**src/hw/rtl/pls_pkg.sv**
```systemverilog
// Shared constants, codes and controller/datapath interface types of the list store.
package pls_pkg;

  localparam int CAPACITY = 16;
  localparam int IDX_W    = (CAPACITY > 1) ? $clog2(CAPACITY) : 1;
  localparam int CNT_W    = $clog2(CAPACITY + 1);
  localparam int DATA_W   = 32;
  localparam int POS_W    = 8;
  localparam int LEN_W    = 7;
  localparam int MODE_W   = 3;
  localparam int STAT_W   = 2;

  typedef enum logic [MODE_W-1:0] {
    MODE_INS_HEAD = 3'd0,
    MODE_INS_END  = 3'd1,
    MODE_INS_POS  = 3'd2,
    MODE_DEL_HEAD = 3'd3,
    MODE_DEL_END  = 3'd4,
    MODE_DEL_POS  = 3'd5,
    MODE_COUNT    = 3'd6,
    MODE_DUMP     = 3'd7
  } mode_e;

  typedef enum logic [STAT_W-1:0] {
    ST_OK     = 2'd0,
    ST_EMPTY  = 2'd1,
    ST_BADPOS = 2'd2,
    ST_FULL   = 2'd3
  } status_e;

  typedef enum logic [1:0] {
    RD_PREV = 2'd0,
    RD_NEXT = 2'd1,
    RD_CUR  = 2'd2
  } rd_sel_e;

  typedef struct packed {
    logic    capture;
    logic    rd_en;
    rd_sel_e rd_sel;
    logic    wr_shift;
    logic    wr_new;
    logic    ptr_inc;
    logic    ptr_dec;
    logic    cnt_inc;
    logic    cnt_dec;
    logic    emit;
    logic    emit_elem;
    status_e status;
  } dp_cmd_t;

  typedef struct packed {
    logic empty;
    logic full;
    logic pos_zero;
    logic pos_beyond;
    logic ins_more;
    logic del_more;
    logic dump_last;
  } dp_stat_t;

endpackage

```
**src/hw/rtl/pls_dpath.sv**
```systemverilog
// Datapath of the list store: entry memory, count, pointers and result registers.
module pls_dpath import pls_pkg::*; (
  input  logic                     clk_i,
  input  logic                     rst_ni,
  input  dp_cmd_t                  cmd_i,
  output dp_stat_t                 stat_o,
  input  logic [MODE_W-1:0]        mode_i,
  input  logic signed [DATA_W-1:0] value_i,
  input  logic [POS_W-1:0]         position_i,
  output logic                     result_valid_o,
  output logic [STAT_W-1:0]        status_o,
  output logic signed [DATA_W-1:0] element_o,
  output logic [LEN_W-1:0]         length_o,
  output logic                     last_o
);

  logic [DATA_W-1:0] mem_q [CAPACITY];
  logic [DATA_W-1:0] rdata_q;
  logic [DATA_W-1:0] val_q;
  logic [CNT_W-1:0]  cnt_q, cnt_d;
  logic [CNT_W-1:0]  ptr_q, ptr_d;
  logic [CNT_W-1:0]  tgt_q, tgt_d;
  logic [CNT_W-1:0]  tgt_new;
  logic [CNT_W-1:0]  rd_ptr;
  logic [POS_W-1:0]  cnt_ext;
  logic [CNT_W:0]    ptr_plus1;

  logic                     valid_q;
  logic [STAT_W-1:0]        status_q;
  logic signed [DATA_W-1:0] elem_q;
  logic [LEN_W-1:0]         len_q;
  logic                     last_q;

  assign cnt_ext   = POS_W'(cnt_q);
  assign ptr_plus1 = {1'b0, ptr_q} + (CNT_W+1)'(1);

  always_comb begin
    stat_o.empty      = (cnt_q == '0);
    stat_o.full       = (cnt_q == CNT_W'(CAPACITY));
    stat_o.pos_zero   = (position_i == '0);
    stat_o.pos_beyond = (position_i > cnt_ext);
    stat_o.ins_more   = (ptr_q > tgt_q);
    stat_o.del_more   = (ptr_plus1 < {1'b0, cnt_q});
    stat_o.dump_last  = (ptr_plus1 == {1'b0, cnt_q});
  end

  // Target index of the operation, 0-based; a positional insert past the end appends.
  always_comb begin
    case (mode_e'(mode_i))
      MODE_INS_HEAD, MODE_DEL_HEAD: tgt_new = '0;
      MODE_INS_END: tgt_new = cnt_q;
      MODE_INS_POS: begin
        if (position_i == '0) begin
          tgt_new = '0;
        end else if (position_i > cnt_ext) begin
          tgt_new = cnt_q;
        end else begin
          tgt_new = CNT_W'(position_i - POS_W'(1));
        end
      end
      MODE_DEL_END: tgt_new = cnt_q - CNT_W'(1);
      MODE_DEL_POS: tgt_new = CNT_W'(position_i - POS_W'(1));
      default:      tgt_new = '0;
    endcase
  end

  always_comb begin
    tgt_d = tgt_q;
    ptr_d = ptr_q;
    cnt_d = cnt_q;
    if (cmd_i.capture) begin
      tgt_d = tgt_new;
      case (mode_e'(mode_i))
        MODE_INS_HEAD, MODE_INS_END, MODE_INS_POS: ptr_d = cnt_q;
        default: ptr_d = tgt_new;
      endcase
    end else if (cmd_i.ptr_inc) begin
      ptr_d = ptr_q + CNT_W'(1);
    end else if (cmd_i.ptr_dec) begin
      ptr_d = ptr_q - CNT_W'(1);
    end
    if (cmd_i.cnt_inc) begin
      cnt_d = cnt_q + CNT_W'(1);
    end else if (cmd_i.cnt_dec) begin
      cnt_d = cnt_q - CNT_W'(1);
    end
  end

  always_comb begin
    case (cmd_i.rd_sel)
      RD_PREV: rd_ptr = ptr_q - CNT_W'(1);
      RD_NEXT: rd_ptr = ptr_q + CNT_W'(1);
      RD_CUR:  rd_ptr = ptr_q;
      default: rd_ptr = ptr_q;
    endcase
  end

  always_ff @(posedge clk_i or negedge rst_ni) begin
    if (!rst_ni) begin
      cnt_q   <= '0;
      ptr_q   <= '0;
      tgt_q   <= '0;
      valid_q <= 1'b0;
    end else begin
      cnt_q   <= cnt_d;
      ptr_q   <= ptr_d;
      tgt_q   <= tgt_d;
      valid_q <= cmd_i.emit;
    end
  end

  // A shift step writes back the word read in the step before.
  always_ff @(posedge clk_i) begin
    if (cmd_i.rd_en) begin
      rdata_q <= mem_q[rd_ptr[IDX_W-1:0]];
    end
    if (cmd_i.wr_shift) begin
      mem_q[ptr_q[IDX_W-1:0]] <= rdata_q;
    end else if (cmd_i.wr_new) begin
      mem_q[tgt_q[IDX_W-1:0]] <= val_q;
    end
    if (cmd_i.capture) begin
      val_q <= value_i;
    end
    if (cmd_i.emit) begin
      status_q <= cmd_i.status;
      elem_q   <= cmd_i.emit_elem ? rdata_q : '0;
      last_q   <= cmd_i.emit_elem ? stat_o.dump_last : 1'b1;
      len_q    <= LEN_W'(cnt_q);
    end
  end

  assign result_valid_o = valid_q;
  assign status_o       = status_q;
  assign element_o      = elem_q;
  assign length_o       = len_q;
  assign last_o         = last_q;

endmodule

```
**src/hw/rtl/pls_ctrl.sv**
```systemverilog
// Controller state machine that sequences list edits, dumps and responses.
module pls_ctrl import pls_pkg::*; (
  input  logic              clk_i,
  input  logic              rst_ni,
  input  logic              start_i,
  input  logic [MODE_W-1:0] mode_i,
  input  dp_stat_t          stat_i,
  output dp_cmd_t           cmd_o,
  output logic              busy_o
);

  typedef enum logic [3:0] {
    S_IDLE,
    S_INS_STEP,
    S_INS_WR,
    S_DEL_STEP,
    S_DEL_WR,
    S_DUMP_RD,
    S_DUMP_OUT,
    S_RESP
  } state_e;

  state_e  state_q, state_d;
  status_e st_q, st_d;
  logic    busy_q;

  always_comb begin
    state_d = state_q;
    st_d    = st_q;
    cmd_o   = '0;
    cmd_o.rd_sel = RD_CUR;
    cmd_o.status = st_q;
    case (state_q)
      S_IDLE: begin
        if (start_i) begin
          cmd_o.capture = 1'b1;
          st_d = ST_OK;
          case (mode_e'(mode_i))
            MODE_INS_HEAD, MODE_INS_END, MODE_INS_POS: begin
              if (stat_i.full) begin
                st_d    = ST_FULL;
                state_d = S_RESP;
              end else begin
                state_d = S_INS_STEP;
              end
            end
            MODE_DEL_HEAD, MODE_DEL_END: begin
              if (stat_i.empty) begin
                st_d    = ST_EMPTY;
                state_d = S_RESP;
              end else begin
                state_d = S_DEL_STEP;
              end
            end
            MODE_DEL_POS: begin
              if (stat_i.empty) begin
                st_d    = ST_EMPTY;
                state_d = S_RESP;
              end else if (stat_i.pos_zero || stat_i.pos_beyond) begin
                st_d    = ST_BADPOS;
                state_d = S_RESP;
              end else begin
                state_d = S_DEL_STEP;
              end
            end
            MODE_DUMP: begin
              if (stat_i.empty) begin
                st_d    = ST_EMPTY;
                state_d = S_RESP;
              end else begin
                state_d = S_DUMP_RD;
              end
            end
            default: state_d = S_RESP;
          endcase
        end
      end
      // Move entries up one place from the tail down to the target, then drop the value in.
      S_INS_STEP: begin
        if (stat_i.ins_more) begin
          cmd_o.rd_en  = 1'b1;
          cmd_o.rd_sel = RD_PREV;
          state_d      = S_INS_WR;
        end else begin
          cmd_o.wr_new  = 1'b1;
          cmd_o.cnt_inc = 1'b1;
          state_d       = S_RESP;
        end
      end
      S_INS_WR: begin
        cmd_o.wr_shift = 1'b1;
        cmd_o.ptr_dec  = 1'b1;
        state_d        = S_INS_STEP;
      end
      // Close the gap by moving later entries down one place.
      S_DEL_STEP: begin
        if (stat_i.del_more) begin
          cmd_o.rd_en  = 1'b1;
          cmd_o.rd_sel = RD_NEXT;
          state_d      = S_DEL_WR;
        end else begin
          cmd_o.cnt_dec = 1'b1;
          state_d       = S_RESP;
        end
      end
      S_DEL_WR: begin
        cmd_o.wr_shift = 1'b1;
        cmd_o.ptr_inc  = 1'b1;
        state_d        = S_DEL_STEP;
      end
      S_DUMP_RD: begin
        cmd_o.rd_en  = 1'b1;
        cmd_o.rd_sel = RD_CUR;
        state_d      = S_DUMP_OUT;
      end
      S_DUMP_OUT: begin
        cmd_o.emit      = 1'b1;
        cmd_o.emit_elem = 1'b1;
        cmd_o.status    = ST_OK;
        cmd_o.ptr_inc   = 1'b1;
        state_d         = stat_i.dump_last ? S_IDLE : S_DUMP_RD;
      end
      S_RESP: begin
        cmd_o.emit = 1'b1;
        state_d    = S_IDLE;
      end
      default: state_d = S_IDLE;
    endcase
  end

  always_ff @(posedge clk_i or negedge rst_ni) begin
    if (!rst_ni) begin
      state_q <= S_IDLE;
      st_q    <= ST_OK;
      busy_q  <= 1'b0;
    end else begin
      state_q <= state_d;
      st_q    <= st_d;
      busy_q  <= (state_d != S_IDLE);
    end
  end

  assign busy_o = busy_q;

endmodule

```
**src/hw/rtl/positional_list_store.sv**
```systemverilog
// Top level of the positional list store: controller plus datapath.
//
//  Channel   Handshake                  Payload
//  command   start_i, busy_o            mode_i, value_i, position_i
//  result    result_valid_o (strobe)    status_o, element_o, length_o, last_o
//
// A command is taken when start_i is high and busy_o is low. Count queries and rejected
// operations go straight to the response state, from which the result is registered. An
// insert or delete does one memory read and one write per moved entry. A dump returns one
// value per entry, last_o on the final one, reading each entry before emitting it.
// Reset empties the list at once. Results appear for one cycle each and are not held off.
module positional_list_store import pls_pkg::*; (
  input  logic                     clk_i,
  input  logic                     rst_ni,
  input  logic                     start_i,
  output logic                     busy_o,
  input  logic [MODE_W-1:0]        mode_i,
  input  logic signed [DATA_W-1:0] value_i,
  input  logic [POS_W-1:0]         position_i,
  output logic                     result_valid_o,
  output logic [STAT_W-1:0]        status_o,
  output logic signed [DATA_W-1:0] element_o,
  output logic [LEN_W-1:0]         length_o,
  output logic                     last_o
);

  dp_cmd_t  dp_cmd;
  dp_stat_t dp_stat;
  logic     ctrl_busy;
  logic     ctrl_start;

  // A new transaction is only presented to the controller while it is idle.
  assign ctrl_start = start_i && !ctrl_busy;
  assign busy_o     = ctrl_busy;

  pls_ctrl u_ctrl (
    .clk_i   (clk_i),
    .rst_ni  (rst_ni),
    .start_i (ctrl_start),
    .mode_i  (mode_i),
    .stat_i  (dp_stat),
    .cmd_o   (dp_cmd),
    .busy_o  (ctrl_busy)
  );

  pls_dpath u_dpath (
    .clk_i          (clk_i),
    .rst_ni         (rst_ni),
    .cmd_i          (dp_cmd),
    .stat_o         (dp_stat),
    .mode_i         (mode_i),
    .value_i        (value_i),
    .position_i     (position_i),
    .result_valid_o (result_valid_o),
    .status_o       (status_o),
    .element_o      (element_o),
    .length_o       (length_o),
    .last_o         (last_o)
  );

endmodule

```
**config.mk**
```make
export PLATFORM = sky130hd
export DESIGN_NAME = positional_list_store
export DESIGN_NICKNAME = d
export VERILOG_FILES = /design/src/hw/rtl/pls_pkg.sv /design/src/hw/rtl/pls_dpath.sv /design/src/hw/rtl/pls_ctrl.sv /design/src/hw/rtl/positional_list_store.sv
export SDC_FILE = /design/constraint.sdc
export NUM_CORES = 1
export LEC_CHECK = 0
export BUFFER_PORTS_ARGS = -buffer_cell sky130_fd_sc_hd__buf_2
export CAP_MARGIN = 20
export CORE_ASPECT_RATIO = 1.4
export CORE_MARGIN = 1.5
export CORE_UTILIZATION = 45
export CTS_CLUSTER_DIAMETER = 50
export DETAILED_ROUTE_END_ITERATION = 8
export PLACE_DENSITY = 0.69
export SETUP_SLACK_MARGIN = 0.1
export SLEW_MARGIN = 5
export SYNTH_ARGS = -nofsm -noshare
export SYNTH_HDL_FRONTEND = slang
export SYNTH_HIERARCHICAL = 1
export SYNTH_SLANG_ARGS = --single-unit
```
**constraint.sdc**
```tcl
create_clock -name clk_i -period 4.9 [get_ports clk_i]
set_input_delay 0.49 -clock clk_i [delete_from_list [all_inputs] [get_ports clk_i]]
set_output_delay 0.49 -clock clk_i [all_outputs]
set_load 0.05 [all_outputs]
```
# After elaboration in Yosys (flattened, before gate mapping)
# Memory sizes are Yosys's and may differ from the RTL's. A register that Yosys moved wholly into a read port is not among the register bits.
# Index checks and enable logic that the tools add are counted.
dict set report op_classes {
  addsub 6
  n_mux 48
  n_lt_le_gt_ge 3
  reduce_logical 19
  eq_ne 16
}
# op count
set ops {}
lappend ops {{$mux 5} 8}
lappend ops {{$mux 32} 1}
lappend ops {{$reduce_or 32->1} 1}
lappend ops {{$pmux 4 s7} 1}
lappend ops {{$mux 3} 8}
lappend ops {{$pmux 5 s4} 1}
lappend ops {{$mux 1} 17}
lappend ops {{$eq 4x3->1 const B} 4}
lappend ops {{$pmux 4 s4} 1}
lappend ops {{$sub 5x1->5 const B} 3}
lappend ops {{$mux 4} 3}
lappend ops {{$add 5x1->5 const B} 2}
lappend ops {{$mux 2} 5}
lappend ops {{$eq 3x3->1 const B} 3}
lappend ops {{$pmux 3 s3} 1}
lappend ops {{$eq 4x2->1 const B} 2}
lappend ops {{$gt 8x5->1} 1}
lappend ops {{$logic_not 8->1} 1}
lappend ops {{$pmux 4 s2} 1}
lappend ops {{$reduce_or 2->1} 4}
lappend ops {{$add 5x1->6 const B} 1}
lappend ops {{$eq 3x2->1 const B} 2}
lappend ops {{$eq 6x5->1} 1}
lappend ops {{$lt 6x5->1} 1}
lappend ops {{18 further kinds} 19}
dict set report word_totals {
  mem_bits_rw 512
  word_cells 105
  regBits 95
  mem_count 1
}
# memory depth word_bits read_ports rd_clocked_by_memory_dff write_ports line_no
set memory_table {}
lappend memory_table {u_dpath.mem_q 16 32 1 1 1 pls_dpath.sv:17} ;# logic [DATA_W-1:0] mem_q [CAPACITY];

# Depth between registers and ports, before layout
dict set report depth {
  word_depth 8
  depth_mapped 22
  depth_no_buf 14
}

# Cells and area by module
# Netlist, hierarchy kept.
# module area_per_inst_um2 seq_area_each_um2 instances cells_per_inst
set modules_own_cells {}
lappend modules_own_cells {pls_dpath 30807.0 18898.1 1 2389}
lappend modules_own_cells {pls_ctrl 625.6 175.2 1 80}
lappend modules_own_cells {positional_list_store 13.8 0.0 1 1}

# Worst setup path after synthesis
# OpenSTA, ideal clock, no wires.
dict set report synth_timing {
  path_kind {register to register}
  start {register u_dpath.ptr_q[0]}
  end {memory u_dpath.mem_q[0][0], enable pin}
  path_stages_with_launch 17
  arrival_ps 4771
  setup_slack_ps -292
  setup_time_ps 421
  path_buffers 5
  path_cell_list {dfrtp_1 > buf_2 > inv_1 > buf_2 > buf_1 > ha_1 > nor2b_1 > o21a_1 > o21ai_0 > a21oi_1 > o22a_1 > nor3_1 > buf_4 > nor2b_1 > clkbuf_1 > a31oi_1 > nor2_1}
}
# element line_no
set synth_lines {}
lappend synth_lines {{from (decl)} pls_dpath.sv:21} ;# logic [CNT_W-1:0] ptr_q, ptr_d;
lappend synth_lines {{from (signal assigned)} pls_dpath.sv:106} ;# ptr_q <= ptr_d;
lappend synth_lines {{to (decl)} pls_dpath.sv:17}

==> qor.txt <==
maximum clock path buffer count -> 3
vias in the first global route -> 22737
final WL -> 88200 µm
Hold Vio Cnt, Final -> 0
top cells by area, synth -> edfxtp_1 59%, mux2i_1 8.4%, a21oi_1 6.3%
prevailing post-synth register cell -> edfxtp_1
total core area -> 0.0690 mm²
crit path cell chain -> and3_1 -> xnor2_1 -> ha_1 -> a21oi_1 -> o22ai_1 -> nor3_1 -> buf_4 -> nand2_1 -> nor2_1 -> buf_4 -> xor2_4 -> buf_4 -> buf_12 -> or3_1 -> o311ai_0 -> a21oi_1 -> or4_1
CTS H-Tree Depth -> 3
Final ANT Viol Nets -> 0
post-synth top area cell -> edfxtp_1
Ys Warns -> 6
FFs w/ async S/R, synth -> 0.0360
# placed instances -> 3312
CP Launch Type -> register
switching pwr -> 7.92 mW
peak supply drop -> 0.604 mV
Final Cycle Share -> 0.910
antenna violations before repair -> 2
CP dominant cell by count -> buf_4
Critical Path Start -> u_dpath/ptr_q[2]$_DFFE_PN0P_
leakage -> 10.9 nW
IO buf count -> 87
Die Y -> 316 µm
Skew-Pair Late Insertion Delay -> 620 ps
DP Wirelength -> 48000 µm
max-slew violations -> 0
Pint -> 12.2 mW
Required @ worst endpoint -> 5250 ps
number of synthesized flops with an enable pin -> 616
Synth top cells by count -> 616 x edfxtp_1, 395 x a21oi_1, 265 x mux2i_1, 252 x or3_1, 203 x o311ai_0
clock-pin slew on the worst setup and hold paths -> 70 ps
layout cells sized above 1 -> 0.131
Critical Path Max Stage Delay -> 700 ps
Maximum Capacitance Violations -> 0
first-pass GRT wire length -> 133000 µm
Global Route Usage Sum -> 0.244
fmax -> 224 MHz
die width -> 226 µm
Min-Delay Path Class -> in2reg
routed vias/inst -> 6.60
Synth top area share -> 0.588
I/O pin count -> 90
Tmin final -> 4460 ps
drt initial violations -> 2466
CP top delay family -> simple AND/OR/NAND/NOR gates
via count -> 22705
fin nets -> 2526
RSZ-0062 raised after global routing -> no
arrival time worst endpoint -> 4810 ps
most common cell in the netlist -> edfxtp_1
switching share of total power -> 0.393
final std cells w/o fill -> 3439
hold path start -> value_i[5]
power per cell area -> 575 mW/mm²
Reg2Reg Depth -> 17
Crit Path Category -> reg2reg
first drt pass iteration count -> 5
clock sinks -> 639
Clk pwr share -> 0.251
largest net degree at the start of global routing -> 123
Remaining Overflow, GRT -> 0
setup violators final -> 0
row count -> 114
Netlist cell types -> 68
Root Buffer -> clkbuf_16
Comb pwr share -> 0.389
drc violations -> 0
TNS Setup -> 0 ps
max_slew headroom -> 0.221
Yosys reg bits -> 639
Worst Hold Path Cells -> 1
syn avg cell area -> 12.7 µm²
CP Capture Type -> register
area grow syn2layout -> 11.5%
initial core utilization -> 0.456
GP Congestion -> 0.946
Crit. path cell count -> 17
die area -> 0.0715 mm²
TritonCTS clock tree -> done
CP max FO -> 67
Tightest Pin Transition -> 1170 ps
Diodes inserted -> 0
Final Skew -> 27.9 ps
reg-to-reg startpoint -> u_dpath/ptr_q[2]$_DFFE_PN0P_
Syn Inst Count -> 2470
Post-CTS Resized -> 0
status -> finished, final reports clean
TritonCTS buffer count -> 69
Seq pwr share -> 0.360
WL/cell -> 25.6 µm
sequential area share after synthesis -> 0.607
crit path buf inv count -> 4
Synth Cell Area -> 0.0314 mm²
critical path's slowest cell -> dfrtp_1
registers in the layout, indices dropped and copies added (netlist names):
signal                  flops
u_dpath/element_o          32
u_dpath/val_q              32
u_ctrl/st_q                 2
u_ctrl/state_q              4
u_dpath/mem_q             512
u_dpath/status_o            2
u_ctrl/busy_o               1
u_dpath/length_o            5
u_dpath/cnt_q               5
u_dpath/rdata_q            32
u_dpath/last_o              1
u_dpath/ptr_q               5
u_dpath/tgt_q               5
u_dpath/result_valid_o      1
worst paths after layout:
check / endpoint / slack [ps]
min in group asynchronous: u_ctrl/state_q[3]$_DFF_PN0_ / 440
hold reg to reg: u_ctrl/st_q[0]$_DFFE_PN0P_ / 470
setup / recovery: u_dpath/rdata_q[15]$_DFFE_PP_ / 440
max in group asynchronous: u_dpath/ptr_q[0]$_DFFE_PN0P_ / 3980
setup reg to reg: u_dpath/rdata_q[15]$_DFFE_PP_ / 440
hold / removal: u_dpath/val_q[5]$_DFFE_PP_ / 40
metrics by stage:
| step | worst slack, ps | util | total power [mW] | instance area, µm² | hold slack, ps |
|---|---|---|---|---|---|
| after global placement | 526 | 0.475 | 14.6 | 32800 | 466 |
| after CTS | 436 | 0.507 | 20.0 | 35000 | 14.0 |
| final | 441 | 0.508 | 20.2 | 35100 | 43.2 |
| after floorplan | -292 | - | 12.6 | 31500 | 194 |
| after global routing | 150 | 0.508 | 21.0 | 35100 | 22.8 |
| after detailed placement | 452 | 0.475 | 14.9 | 32800 | 465 |
placed cells by master, fill, tap and decap left out, types with 14 or more instances in the layout:
master / Yosys / layout
buf_12: 0 / 17
inv_1: 24 / 22
buf_4: 9 / 53
mux2i_1: 265 / 265
nand2_1: 38 / 38
a21oi_1: 395 / 395
buf_2: 71 / 87
mux2_2: 33 / 33
o21ai_0: 24 / 24
o311ai_1: 45 / 45
clkinv_1: 2 / 15
and2_1: 34 / 34
dfrtp_1: 23 / 21
nand3_1: 15 / 15
nor2_1: 43 / 26
or3_1: 252 / 252
or4_1: 32 / 32
clkbuf_16: 0 / 71
ha_1: 22 / 22
nor2_4: 0 / 17
edfxtp_1: 616 / 616
o311ai_0: 203 / 203
nor3_1: 29 / 28
xnor2_1: 15 / 14
cell families (layout without fill, tap and decap cells):
kind of cell             count (synthesis)  count (layout)  synth area share
AND/OR/NAND/NOR                        494             494            0.0929
flip-flops                             639             639             0.607
AO/OA/AOI/OAI                          727             727             0.151
other                                    2               3          0.000239
adder cells (fa/ha/maj)                 22              22           0.00875
buffers and inverters                  269             309            0.0388
multiplexers                           298             298            0.0962
XOR/XNOR                                19              19           0.00553
timing repair:
action	in CTS	in global routing
endpoints found under the hold margin	23	0
buffers inserted	0	0
hold buffers	1	0
final cells by class:
| type | instances | area (µm²) |
|---|---|---|
| clock inverter | 40 | 340 |
| sequential | 639 | 19100 |
| fill | 5774 | 34000 |
| clock buffer | 84 | 1850 |
| multi-input combinational | 1563 | 11300 |
| inverter | 26 | 100 |
| timing repair buffer | 159 | 1210 |
| tap | 928 | 1160 |
layer usage:
metal  share of wire  GRT usage  vias up
met3           0.081     0.0347      274
li1                -          -     9909
met1            0.38      0.302    11305
met2            0.49      0.412     1217
met4           0.051      0.137        0
met5               0          0        -
power groups by stage:
| stage | clock, mW | combinational [mW] | sequential, mW |
|---|---|---|---|
| floorplan | 0 | 5.39 | 7.22 |
| finish | 5.06 | 7.84 | 7.25 |
| detailed placement | 0 | 7.55 | 7.35 |
| CTS | 5.13 | 7.58 | 7.24 |
| global placement | 0 | 7.26 | 7.33 |
| global route | 5.36 | 8.38 | 7.29 |
No activity file was read; power rests on OpenSTA's default activity.
